===== src/hdl/twq_pkg.sv =====
// shared types, constants and the command decoder for the timed wait queue
// no dependencies; compile first
package twq_pkg;

  localparam int unsigned QUEUE_DEPTH_DEF = 16;
  localparam int unsigned CMD_W    = 3;
  localparam int unsigned TASK_W   = 8;
  localparam int unsigned TIME_W   = 64;
  localparam int unsigned STATUS_W = 3;

  // raw command codes on the input channel
  localparam logic [CMD_W-1:0] CMD_SUSPEND    = 3'd0;
  localparam logic [CMD_W-1:0] CMD_WAKE_NAMED = 3'd1;
  localparam logic [CMD_W-1:0] CMD_WAKE_OLD   = 3'd2;
  localparam logic [CMD_W-1:0] CMD_WAKE_ALL   = 3'd3;
  localparam logic [CMD_W-1:0] CMD_WAKE_UNTIL = 3'd4;
  localparam logic [CMD_W-1:0] CMD_POP_NEWEST = 3'd5;

  typedef enum logic [2:0] {
    OP_SUSPEND,
    OP_NAMED,
    OP_OLDEST,
    OP_ALL,
    OP_UNTIL,
    OP_POP,
    OP_NONE
  } op_t;

  typedef enum logic [STATUS_W-1:0] {
    ST_QUEUED   = 3'd0,
    ST_RELEASED = 3'd1,
    ST_POPPED   = 3'd2,
    ST_NOTHING  = 3'd3,
    ST_FULL     = 3'd4
  } status_t;

  typedef enum logic [2:0] {
    S_IDLE,
    S_SUSP,
    S_SWEEP,
    S_POP_RD,
    S_POP_EMIT,
    S_FINISH
  } state_t;

  typedef struct packed {
    op_t               op;
    logic [TASK_W-1:0] task_id;
    logic [TIME_W-1:0] wake_time;
    logic [TIME_W-1:0] current_time;
  } cmd_t;

  function automatic op_t classify(input logic [CMD_W-1:0] command);
    op_t op;
    unique case (command)
      CMD_SUSPEND:    op = OP_SUSPEND;
      CMD_WAKE_NAMED: op = OP_NAMED;
      CMD_WAKE_OLD:   op = OP_OLDEST;
      CMD_WAKE_ALL:   op = OP_ALL;
      CMD_WAKE_UNTIL: op = OP_UNTIL;
      CMD_POP_NEWEST: op = OP_POP;
      default:        op = OP_NONE;
    endcase
    return op;
  endfunction

endpackage


===== src/hdl/twq_in_if.sv =====
// command channel interface: valid/ready plus the command beat fields
// depends on twq_pkg for field widths
interface twq_in_if;
  logic                        valid;
  logic                        ready;
  logic [twq_pkg::CMD_W-1:0]   command;
  logic [twq_pkg::TASK_W-1:0]  task_id;
  logic [twq_pkg::TIME_W-1:0]  wake_time;
  logic [twq_pkg::TIME_W-1:0]  current_time;

  modport source (output valid, command, task_id, wake_time, current_time, input ready);
  modport sink   (input valid, command, task_id, wake_time, current_time, output ready);
endinterface


===== src/hdl/twq_out_if.sv =====
// result channel interface: valid/ready plus the result beat fields
// depends on twq_pkg for field widths
interface twq_out_if;
  logic                          valid;
  logic                          ready;
  logic [twq_pkg::TASK_W-1:0]    out_task;
  logic [twq_pkg::STATUS_W-1:0]  status;
  logic                          last;

  modport source (output valid, out_task, status, last, input ready);
  modport sink   (input valid, out_task, status, last, output ready);
endinterface


===== src/hdl/twq_front.sv =====
// front end: accepts command beats, decodes them and buffers them in a
// two-entry queue toward the back end; depends on twq_pkg and twq_in_if
module twq_front (
  input  logic           clk,
  input  logic           rst_n,
  twq_in_if.sink         in_ch,
  output twq_pkg::cmd_t  cmd_data,
  output logic           cmd_valid,
  input  logic           cmd_ready
);
  import twq_pkg::*;

  cmd_t       fifo_r [2];
  logic       wr_ptr_r, wr_ptr_nxt;
  logic       rd_ptr_r, rd_ptr_nxt;
  logic [1:0] cnt_r, cnt_nxt;
  logic       push, pop;
  cmd_t       decoded;

  assign in_ch.ready = (cnt_r != 2'd2);
  assign cmd_valid   = (cnt_r != 2'd0);
  assign cmd_data    = fifo_r[rd_ptr_r];
  assign push        = in_ch.valid && in_ch.ready;
  assign pop         = cmd_valid && cmd_ready;

  always_comb begin
    decoded.op           = classify(in_ch.command);
    decoded.task_id      = in_ch.task_id;
    decoded.wake_time    = in_ch.wake_time;
    decoded.current_time = in_ch.current_time;
  end

  always_comb begin
    wr_ptr_nxt = push ? ~wr_ptr_r : wr_ptr_r;
    rd_ptr_nxt = pop ? ~rd_ptr_r : rd_ptr_r;
    cnt_nxt    = cnt_r + {1'b0, push} - {1'b0, pop};
  end

  always_ff @(posedge clk) begin
    if (!rst_n) begin
      wr_ptr_r <= 1'b0;
      rd_ptr_r <= 1'b0;
      cnt_r    <= 2'd0;
    end else begin
      wr_ptr_r <= wr_ptr_nxt;
      rd_ptr_r <= rd_ptr_nxt;
      cnt_r    <= cnt_nxt;
    end
  end

  always_ff @(posedge clk) begin
    if (push) begin
      fifo_r[wr_ptr_r] <= decoded;
    end
  end

endmodule


===== src/hdl/twq_back.sv =====
// back end: holds the task/deadline memory and executes one command at a
// time, sweeping entries one per cycle unless out_ch stalls; depends on twq_pkg and twq_out_if
module twq_back #(
  parameter int unsigned QUEUE_DEPTH = twq_pkg::QUEUE_DEPTH_DEF
) (
  input  logic           clk,
  input  logic           rst_n,
  input  twq_pkg::cmd_t  cmd_in,
  input  logic           cmd_valid,
  output logic           cmd_ready,
  twq_out_if.source      out_ch
);
  import twq_pkg::*;

  localparam int unsigned CW = $clog2(QUEUE_DEPTH + 1);
  localparam int unsigned IW = $clog2(QUEUE_DEPTH);

  logic [TASK_W-1:0] task_mem [QUEUE_DEPTH];
  logic [TIME_W-1:0] dl_mem   [QUEUE_DEPTH];

  state_t            state_r, state_nxt;
  logic [CW-1:0]     occ_r, occ_nxt;
  cmd_t              cmd_r, cmd_nxt;
  logic [CW-1:0]     rd_idx_r, rd_idx_nxt;
  logic [CW-1:0]     kept_r, kept_nxt;
  logic              proc_valid_r, proc_valid_nxt;
  logic              first_r, first_nxt;
  logic              found_r, found_nxt;
  logic              pend_valid_r, pend_valid_nxt;
  logic [TASK_W-1:0] pend_task_r, pend_task_nxt;
  logic [TASK_W-1:0] rd_task_r;
  logic [TIME_W-1:0] rd_dl_r;
  logic              out_valid_r, out_valid_nxt;
  logic [TASK_W-1:0] out_task_r, out_task_nxt;
  status_t           status_r, status_nxt;
  logic              last_r, last_nxt;

  logic              can_emit, sweep_done, rel;
  logic              mem_we, rd_en;
  logic [IW-1:0]     waddr, rd_addr;
  logic [TASK_W-1:0] wtask;
  logic [TIME_W-1:0] wdl;
  logic              emit, emit_last;
  logic [TASK_W-1:0] emit_task;
  status_t           emit_status;
  logic [CW-1:0]     occ_dec;

  assign can_emit   = !out_valid_r || out_ch.ready;
  assign sweep_done = !proc_valid_r && (rd_idx_r == occ_r);
  assign occ_dec    = occ_r - 1'b1;

  assign out_ch.valid    = out_valid_r;
  assign out_ch.out_task = out_task_r;
  assign out_ch.status   = status_r;
  assign out_ch.last     = last_r;

  always_comb begin
    unique case (cmd_r.op)
      OP_NAMED:  rel = !found_r && (rd_task_r == cmd_r.task_id);
      OP_OLDEST: rel = first_r;
      OP_ALL:    rel = 1'b1;
      OP_UNTIL:  rel = (rd_dl_r <= cmd_r.current_time);
      default:   rel = 1'b0;
    endcase
  end

  always_comb begin
    state_nxt = state_r;
    unique case (state_r)
      S_IDLE: begin
        if (cmd_valid) begin
          unique case (cmd_in.op)
            OP_SUSPEND: state_nxt = S_SUSP;
            OP_POP:     state_nxt = S_POP_RD;
            OP_NONE:    state_nxt = S_FINISH;
            default:    state_nxt = S_SWEEP;
          endcase
        end
      end
      S_SUSP:     if (can_emit) state_nxt = S_IDLE;
      S_SWEEP:    if (can_emit && sweep_done) state_nxt = S_FINISH;
      S_POP_RD:   state_nxt = (occ_r == '0) ? S_FINISH : S_POP_EMIT;
      S_POP_EMIT: if (can_emit) state_nxt = S_IDLE;
      S_FINISH:   if (can_emit) state_nxt = S_IDLE;
      default:    state_nxt = S_IDLE;
    endcase
  end

  always_comb begin
    occ_nxt        = occ_r;
    cmd_nxt        = cmd_r;
    rd_idx_nxt     = rd_idx_r;
    kept_nxt       = kept_r;
    proc_valid_nxt = proc_valid_r;
    first_nxt      = first_r;
    found_nxt      = found_r;
    pend_valid_nxt = pend_valid_r;
    pend_task_nxt  = pend_task_r;
    cmd_ready      = 1'b0;
    mem_we         = 1'b0;
    waddr          = '0;
    wtask          = rd_task_r;
    wdl            = rd_dl_r;
    rd_en          = 1'b0;
    rd_addr        = '0;
    emit           = 1'b0;
    emit_task      = '0;
    emit_status    = ST_NOTHING;
    emit_last      = 1'b1;
    unique case (state_r)
      S_IDLE: begin
        cmd_ready = 1'b1;
        if (cmd_valid) begin
          cmd_nxt        = cmd_in;
          rd_idx_nxt     = '0;
          proc_valid_nxt = 1'b0;
          found_nxt      = 1'b0;
          pend_valid_nxt = 1'b0;
          kept_nxt       = (cmd_in.op == OP_NONE) ? occ_r : '0;
        end
      end
      S_SUSP: begin
        if (can_emit) begin
          emit      = 1'b1;
          emit_task = cmd_r.task_id;
          if (occ_r == CW'(QUEUE_DEPTH)) begin
            emit_status = ST_FULL;
          end else begin
            emit_status = ST_QUEUED;
            mem_we      = 1'b1;
            waddr       = occ_r[IW-1:0];
            wtask       = cmd_r.task_id;
            wdl         = cmd_r.wake_time;
            occ_nxt     = occ_r + 1'b1;
          end
        end
      end
      S_SWEEP: begin
        if (can_emit) begin
          if (proc_valid_r) begin
            if (rel) begin
              // hold the release back one step so the final one gets last
              if (pend_valid_r) begin
                emit        = 1'b1;
                emit_task   = pend_task_r;
                emit_status = ST_RELEASED;
                emit_last   = 1'b0;
              end
              pend_task_nxt  = rd_task_r;
              pend_valid_nxt = 1'b1;
              found_nxt      = 1'b1;
            end else begin
              mem_we   = 1'b1;
              waddr    = kept_r[IW-1:0];
              kept_nxt = kept_r + 1'b1;
            end
          end
          if (rd_idx_r < occ_r) begin
            rd_en          = 1'b1;
            rd_addr        = rd_idx_r[IW-1:0];
            rd_idx_nxt     = rd_idx_r + 1'b1;
            proc_valid_nxt = 1'b1;
            first_nxt      = (rd_idx_r == '0);
          end else begin
            proc_valid_nxt = 1'b0;
          end
        end
      end
      S_POP_RD: begin
        if (occ_r != '0) begin
          rd_en   = 1'b1;
          rd_addr = occ_dec[IW-1:0];
          occ_nxt = occ_dec;
        end
      end
      S_POP_EMIT: begin
        if (can_emit) begin
          emit        = 1'b1;
          emit_task   = rd_task_r;
          emit_status = ST_POPPED;
        end
      end
      S_FINISH: begin
        if (can_emit) begin
          emit    = 1'b1;
          occ_nxt = kept_r;
          if (pend_valid_r) begin
            emit_task   = pend_task_r;
            emit_status = ST_RELEASED;
          end
        end
      end
      default: begin
      end
    endcase
  end

  always_comb begin
    out_valid_nxt = out_valid_r;
    out_task_nxt  = out_task_r;
    status_nxt    = status_r;
    last_nxt      = last_r;
    if (emit) begin
      out_valid_nxt = 1'b1;
      out_task_nxt  = emit_task;
      status_nxt    = emit_status;
      last_nxt      = emit_last;
    end else if (out_ch.ready) begin
      out_valid_nxt = 1'b0;
    end
  end

  always_ff @(posedge clk) begin
    if (!rst_n) begin
      state_r      <= S_IDLE;
      occ_r        <= '0;
      proc_valid_r <= 1'b0;
      out_valid_r  <= 1'b0;
    end else begin
      state_r      <= state_nxt;
      occ_r        <= occ_nxt;
      proc_valid_r <= proc_valid_nxt;
      out_valid_r  <= out_valid_nxt;
    end
  end

  always_ff @(posedge clk) begin
    cmd_r        <= cmd_nxt;
    rd_idx_r     <= rd_idx_nxt;
    kept_r       <= kept_nxt;
    first_r      <= first_nxt;
    found_r      <= found_nxt;
    pend_valid_r <= pend_valid_nxt;
    pend_task_r  <= pend_task_nxt;
    out_task_r   <= out_task_nxt;
    status_r     <= status_nxt;
    last_r       <= last_nxt;
  end

  always_ff @(posedge clk) begin
    if (mem_we) begin
      task_mem[waddr] <= wtask;
      dl_mem[waddr]   <= wdl;
    end
    if (rd_en) begin
      rd_task_r <= task_mem[rd_addr];
      rd_dl_r   <= dl_mem[rd_addr];
    end
  end

endmodule


===== src/hdl/timed_wait_queue.sv =====
// timed wait queue top level: command front end, command queue and sweeping
// back end; depends on twq_pkg, twq_in_if, twq_out_if, twq_front, twq_back
//
// in_ch carries one command beat per handshake (valid & ready): suspend,
// wake named, wake oldest, wake all, wake until time, pop newest.
// out_ch carries result beats: released/removed task id, status and last.
// Every command yields at least one result beat; the last beat of a command
// has last set. Released tasks come out oldest first.
// A two-entry command queue sits in front, so commands are taken while the
// back end is busy or while a result waits at out_ch.
// The wake commands sweep the occupied entries through the single memory
// read port, one entry a cycle while out_ch does not stall the back end;
// the back end takes the next command from the queue only once the last
// result beat of the current one is in the output register.
// A result sits in an output register until out_ch.ready; while it waits
// the back end holds, and the command queue fills and then drops in ready.
// Reset empties the queue and the command buffer; stored entries are not
// cleared since only slots below the occupancy are ever read.
module timed_wait_queue #(
  parameter int unsigned QUEUE_DEPTH = twq_pkg::QUEUE_DEPTH_DEF
) (
  input  logic     clk,
  input  logic     rst_n,
  twq_in_if.sink   in_ch,
  twq_out_if.source out_ch
);
  import twq_pkg::*;

  // decoded command handoff between front and back
  cmd_t cmd_data;
  logic cmd_valid;
  logic cmd_ready;

  twq_front u_front (
    .clk       (clk),
    .rst_n     (rst_n),
    .in_ch     (in_ch),
    .cmd_data  (cmd_data),
    .cmd_valid (cmd_valid),
    .cmd_ready (cmd_ready)
  );

  twq_back #(
    .QUEUE_DEPTH (QUEUE_DEPTH)
  ) u_back (
    .clk       (clk),
    .rst_n     (rst_n),
    .cmd_in    (cmd_data),
    .cmd_valid (cmd_valid),
    .cmd_ready (cmd_ready),
    .out_ch    (out_ch)
  );

endmodule

===== src/flat_wrapper.sv =====
// flat-port wrapper written by rule: the top's interface ports become plain ports
module timed_wait_queue_flat import twq_pkg::*;
#(
  parameter int unsigned QUEUE_DEPTH = twq_pkg::QUEUE_DEPTH_DEF
)
  (clk, rst_n, in_ch_valid, in_ch_command, in_ch_task_id, in_ch_wake_time, in_ch_current_time, in_ch_ready, out_ch_valid, out_ch_out_task, out_ch_status, out_ch_last, out_ch_ready);
  twq_in_if in_ch_i ();
  twq_out_if out_ch_i ();
  input  logic clk;
  input  logic rst_n;
  input wire logic [$bits(in_ch_i.valid)-1:0] in_ch_valid;
  input wire logic [$bits(in_ch_i.command)-1:0] in_ch_command;
  input wire logic [$bits(in_ch_i.task_id)-1:0] in_ch_task_id;
  input wire logic [$bits(in_ch_i.wake_time)-1:0] in_ch_wake_time;
  input wire logic [$bits(in_ch_i.current_time)-1:0] in_ch_current_time;
  output wire logic [$bits(in_ch_i.ready)-1:0] in_ch_ready;
  output wire logic [$bits(out_ch_i.valid)-1:0] out_ch_valid;
  output wire logic [$bits(out_ch_i.out_task)-1:0] out_ch_out_task;
  output wire logic [$bits(out_ch_i.status)-1:0] out_ch_status;
  output wire logic [$bits(out_ch_i.last)-1:0] out_ch_last;
  input wire logic [$bits(out_ch_i.ready)-1:0] out_ch_ready;
  assign in_ch_i.valid = in_ch_valid;
  assign in_ch_i.command = in_ch_command;
  assign in_ch_i.task_id = in_ch_task_id;
  assign in_ch_i.wake_time = in_ch_wake_time;
  assign in_ch_i.current_time = in_ch_current_time;
  assign in_ch_ready = in_ch_i.ready;
  assign out_ch_valid = out_ch_i.valid;
  assign out_ch_out_task = out_ch_i.out_task;
  assign out_ch_status = out_ch_i.status;
  assign out_ch_last = out_ch_i.last;
  assign out_ch_i.ready = out_ch_ready;
  timed_wait_queue #(.QUEUE_DEPTH(QUEUE_DEPTH)) u_core (.clk(clk), .rst_n(rst_n), .in_ch(in_ch_i), .out_ch(out_ch_i));
endmodule

===== config.mk =====
export PLATFORM = sky130hd
export DESIGN_NAME = timed_wait_queue_flat
export DESIGN_NICKNAME = d
export VERILOG_FILES = /design/src/hdl/twq_pkg.sv /design/src/hdl/twq_in_if.sv /design/src/hdl/twq_out_if.sv /design/src/hdl/twq_front.sv /design/src/hdl/twq_back.sv /design/src/hdl/timed_wait_queue.sv /design/src/flat_wrapper.sv
export SDC_FILE = /design/constraint.sdc
export NUM_CORES = 2
export LEC_CHECK = 0
export CAP_MARGIN = 0
export CORE_MARGIN = 1
export CORE_UTILIZATION = 30
export CTS_CLUSTER_SIZE = 8
export DETAILED_ROUTE_END_ITERATION = 6
export DONT_BUFFER_PORTS = 1
export MAX_ROUTING_LAYER = met4
export SLEW_MARGIN = 20
export SYNTH_ARGS = -nofsm -noshare
export SYNTH_HDL_FRONTEND = slang
export SYNTH_HIERARCHICAL = 1
export SYNTH_SLANG_ARGS = --single-unit

===== constraint.sdc =====
create_clock -name clk -period 9.2 [get_ports clk]
set_input_delay 0.92 -clock clk [delete_from_list [all_inputs] [get_ports clk]]
set_output_delay 0.92 -clock clk [all_outputs]
set_load 0.03 [all_outputs]

==> qor.txt <==
# resized after CTS: 0
Finished Layout Cells: 7375
die area: 0.226 mm²
CTS buffer count: 230
DR pass1 iterations: 5
CP Data Required Time: 9.60 ns
final setup vio count: 0
dpl cell area: 0.0704 mm²
DRC: 0
setup repair after global routing missed its margin: no
Max Cap Viol: 0
Async SR Flop Fraction: 0%
Register Area: 0.0505 mm²
CP Class: flop to flop
vias per inst: 4.95
Reg clk slew, reported paths: 0.05 ns
Synth top cells by count: 1673 x edfxtp_1, 620 x nand2_1, 366 x a211oi_1
Routed Wire Length: 155000 µm
EDFF count, synth: 1673
PwrDens: 305 mW/mm²
Die Y: 475 µm
Mapped Nets: 4564
Worst Path Buf+Inv: 2
P&R area growth vs syn: 13.9%
CP Data Arrival Time: 6.19 ns
Leakage: 24.0 nW
sequential-to-total area share from yosys stat: 75.2%
Initial Util: 30.2%
Synth Warn #: 6
global-route wire length before repair: 234000 µm
CP Launch Point: u_core/u_back/rd_dl_r[61]$_DFFE_PP_
setup tns final: 0 ns
CTS tree: done
Synth Register Bits: 1688
Worst Tran Pin Value: 1.31 ns
Max Freq: 173 MHz
post-synthesis instance area: 0.0672 mm²
Synth area leaders: edfxtp_1 75%, a211oi_1 4.1%, mux2_2 3.5%
dpl hpwl: 86000 µm
multi-input gate area in the final layout: 0.0152 mm²
cell family with most CP delay: simple AND/OR/NAND/NOR gates
Max clock buf depth: 3
hold crit path type: input pin to flop
HP Start: in_ch_current_time[36]
die width: 475 µm
Syn Area/Cell: 15.5 µm²
CP startpoint kind: flop
largest net degree at the start of global routing: 217
number of fillers in the final layout: 21200
RePlAce Congestion: 0.795
status: finished clean
slowest CP cell: buf_4
Hold Vio Cnt, Final: 0
top_reg_cell synth: edfxtp_1
cts hold-fix bufs: 0
final instance area: 0.0766 mm²
Final Cycle Share: 62.8%
htree depth: 4
WL/cell: 21.0 µm
Worst-Skew Late Latency: 0.85 ns
crit path time final: 5.78 ns
antenna viol nets, final: 0
CP max stage delay: 0.88 ns
NumNets Final: 4583
leading cell type by number of instances after synthesis: edfxtp_1
Setup crit end kind: flop
Distinct cells, synth: 61
gr usage total: 14.0%
TritonCTS Sinks: 1688
DR vias: 36500
number of global-route vias before repair: 36300
input/output buffers: 0
R2R setup slack: 3.42 ns
# IOs: 157
Final Max Tran Viols: 0
worst r2r src: u_core/u_back/rd_dl_r[61]$_DFFE_PP_
maximum VDD drop: 0.202 mV
Placed Cells: 7107
crit-path max FO: 54
DR iter-0 viols: 3114
Final Util: 34.4%
share of Yosys cell area claimed by the top area cell type: 74.7%
initial antenna violation count: 7
core box area: 0.223 mm²
share of cells above drive strength 1: 12.8%
cells after synthesis: 4345
overall power: 23.4 mW
Rows: 173
clock skew: 0.0702 ns
postcts setup bufs: 0
CTS root buffer: clkbuf_16
CP Cell Sequence: ha_1 > nand4_1 > nor4_1 > buf_4 > nand4_1 > nor3_1 > a2bb2oi_1 > a21boi_1 > a31oi_1 > nor2_4 > buf_4
relative slew slack: 13.0%
area leader, netlist: edfxtp_1
GR Overflow Total: 0
registers in the layout (all words and copies together), names as in the netlist, named ones only:
name	cells
u_core/u_back/state_r	3
u_core/u_front/cnt_r	2
u_core/u_back/dl_mem	1024
u_core/u_back/out_ch.status	3
u_core/u_front/wr_ptr_r	1
u_core/u_back/kept_r	5
u_core/u_front/fifo_r	278
u_core/u_back/occ_r	5
u_core/u_back/pend_valid_r	1
u_core/u_back/out_ch.out_task	8
u_core/u_back/rd_idx_r	5
u_core/u_front/rd_ptr_r	1
u_core/u_back/rd_task_r	8
u_core/u_back/rd_dl_r	64
u_core/u_back/proc_valid_r	1
u_core/u_back/first_r	1
u_core/u_back/out_ch.valid	1
u_core/u_back/task_mem	128
u_core/u_back/out_ch.last	1
u_core/u_back/cmd_r	139
u_core/u_back/pend_task_r	8
power by group:
| group | total [mW] | internal, mW | switching (mW) |
|---|---|---|---|
| logic | 5.07 | 1.52 | 3.55 |
| registers | 10.8 | 10.4 | 0.419 |
| clock network | 7.47 | 4.46 | 3.01 |
| total | 23.4 | 16.4 | 6.98 |
metrics by stage:
step	hold WS (ns)	worst slack [ns]
final	0.158	3.42
after global placement	0.528	3.55
after CTS	0.0921	3.36
after global routing	0.105	3.21
after detailed placement	0.530	3.49
after floorplan	0.488	0.893
placed cells by master, fill, tap and decap left out, drive strengths merged, types with 10 or more instances in the layout:
| cell type | synthesis | layout |
|---|---|---|
| diode | 0 | 10 |
| nand3 | 13 | 13 |
| o21ai | 30 | 30 |
| inv | 79 | 84 |
| and2 | 297 | 297 |
| ha | 76 | 76 |
| xor2 | 15 | 15 |
| a211oi | 366 | 366 |
| nand4 | 13 | 13 |
| a311oi | 144 | 144 |
| nand2 | 620 | 620 |
| dfxtp | 15 | 15 |
| clkbuf | 124 | 241 |
| nor2 | 47 | 47 |
| buf | 151 | 62 |
| nor3 | 19 | 19 |
| a22o | 11 | 11 |
| clkinv | 0 | 10 |
| mux2 | 211 | 211 |
| edfxtp | 1673 | 1673 |
| a21oi | 191 | 191 |
| nor2b | 10 | 10 |
| a31oi | 150 | 150 |
routing by layer:
| metal | vias to the layer above | track usage (%) | part of all wire (%) |
|---|---|---|---|
| met5 | - | - | 0 |
| met1 | 18600 | 18.6 | 45 |
| li1 | 16700 | - | - |
| met2 | 952 | 21.6 | 47 |
| met4 | 0 | 3.84 | 2.1 |
| met3 | 228 | 2.87 | 5.7 |
cell families after synthesis:
family | count (synthesis) | share of synthesized area (%)
AOI/OAI and AO/OA | 944 | 9.82
xor gates and xnor gates | 20 | 0.261
adders and majority gates | 76 | 1.41
buffers and inverters | 354 | 2.47
DFF | 1688 | 75.2
muxes | 212 | 3.55
and+or+nand+nor | 1051 | 7.30
final cells by class:
class                   instances  area share [%]
repair buffers                 62           0.774
clock inverters                17           0.475
inverters                      79           0.394
flip-flops and latches       1688            66.0
clock buffers                 241            7.61
multi-input cells            2303            19.9
diodes                         10          0.0327
well taps                    2975            4.86
final timing paths:
kind | endpoint | cells after the start
setup / recovery | u_core/u_back/dl_mem[2][16]$_DFFE_PP_ | 11
hold / removal | u_core/u_front/fifo_r[0][36]$_DFFE_PP_ | 0
setup reg to reg | u_core/u_back/dl_mem[2][16]$_DFFE_PP_ | 11
hold reg to reg | u_core/u_back/cmd_r[26]$_DFFE_PP_ | 1
No activity file was read; power rests on OpenSTA's default activity.
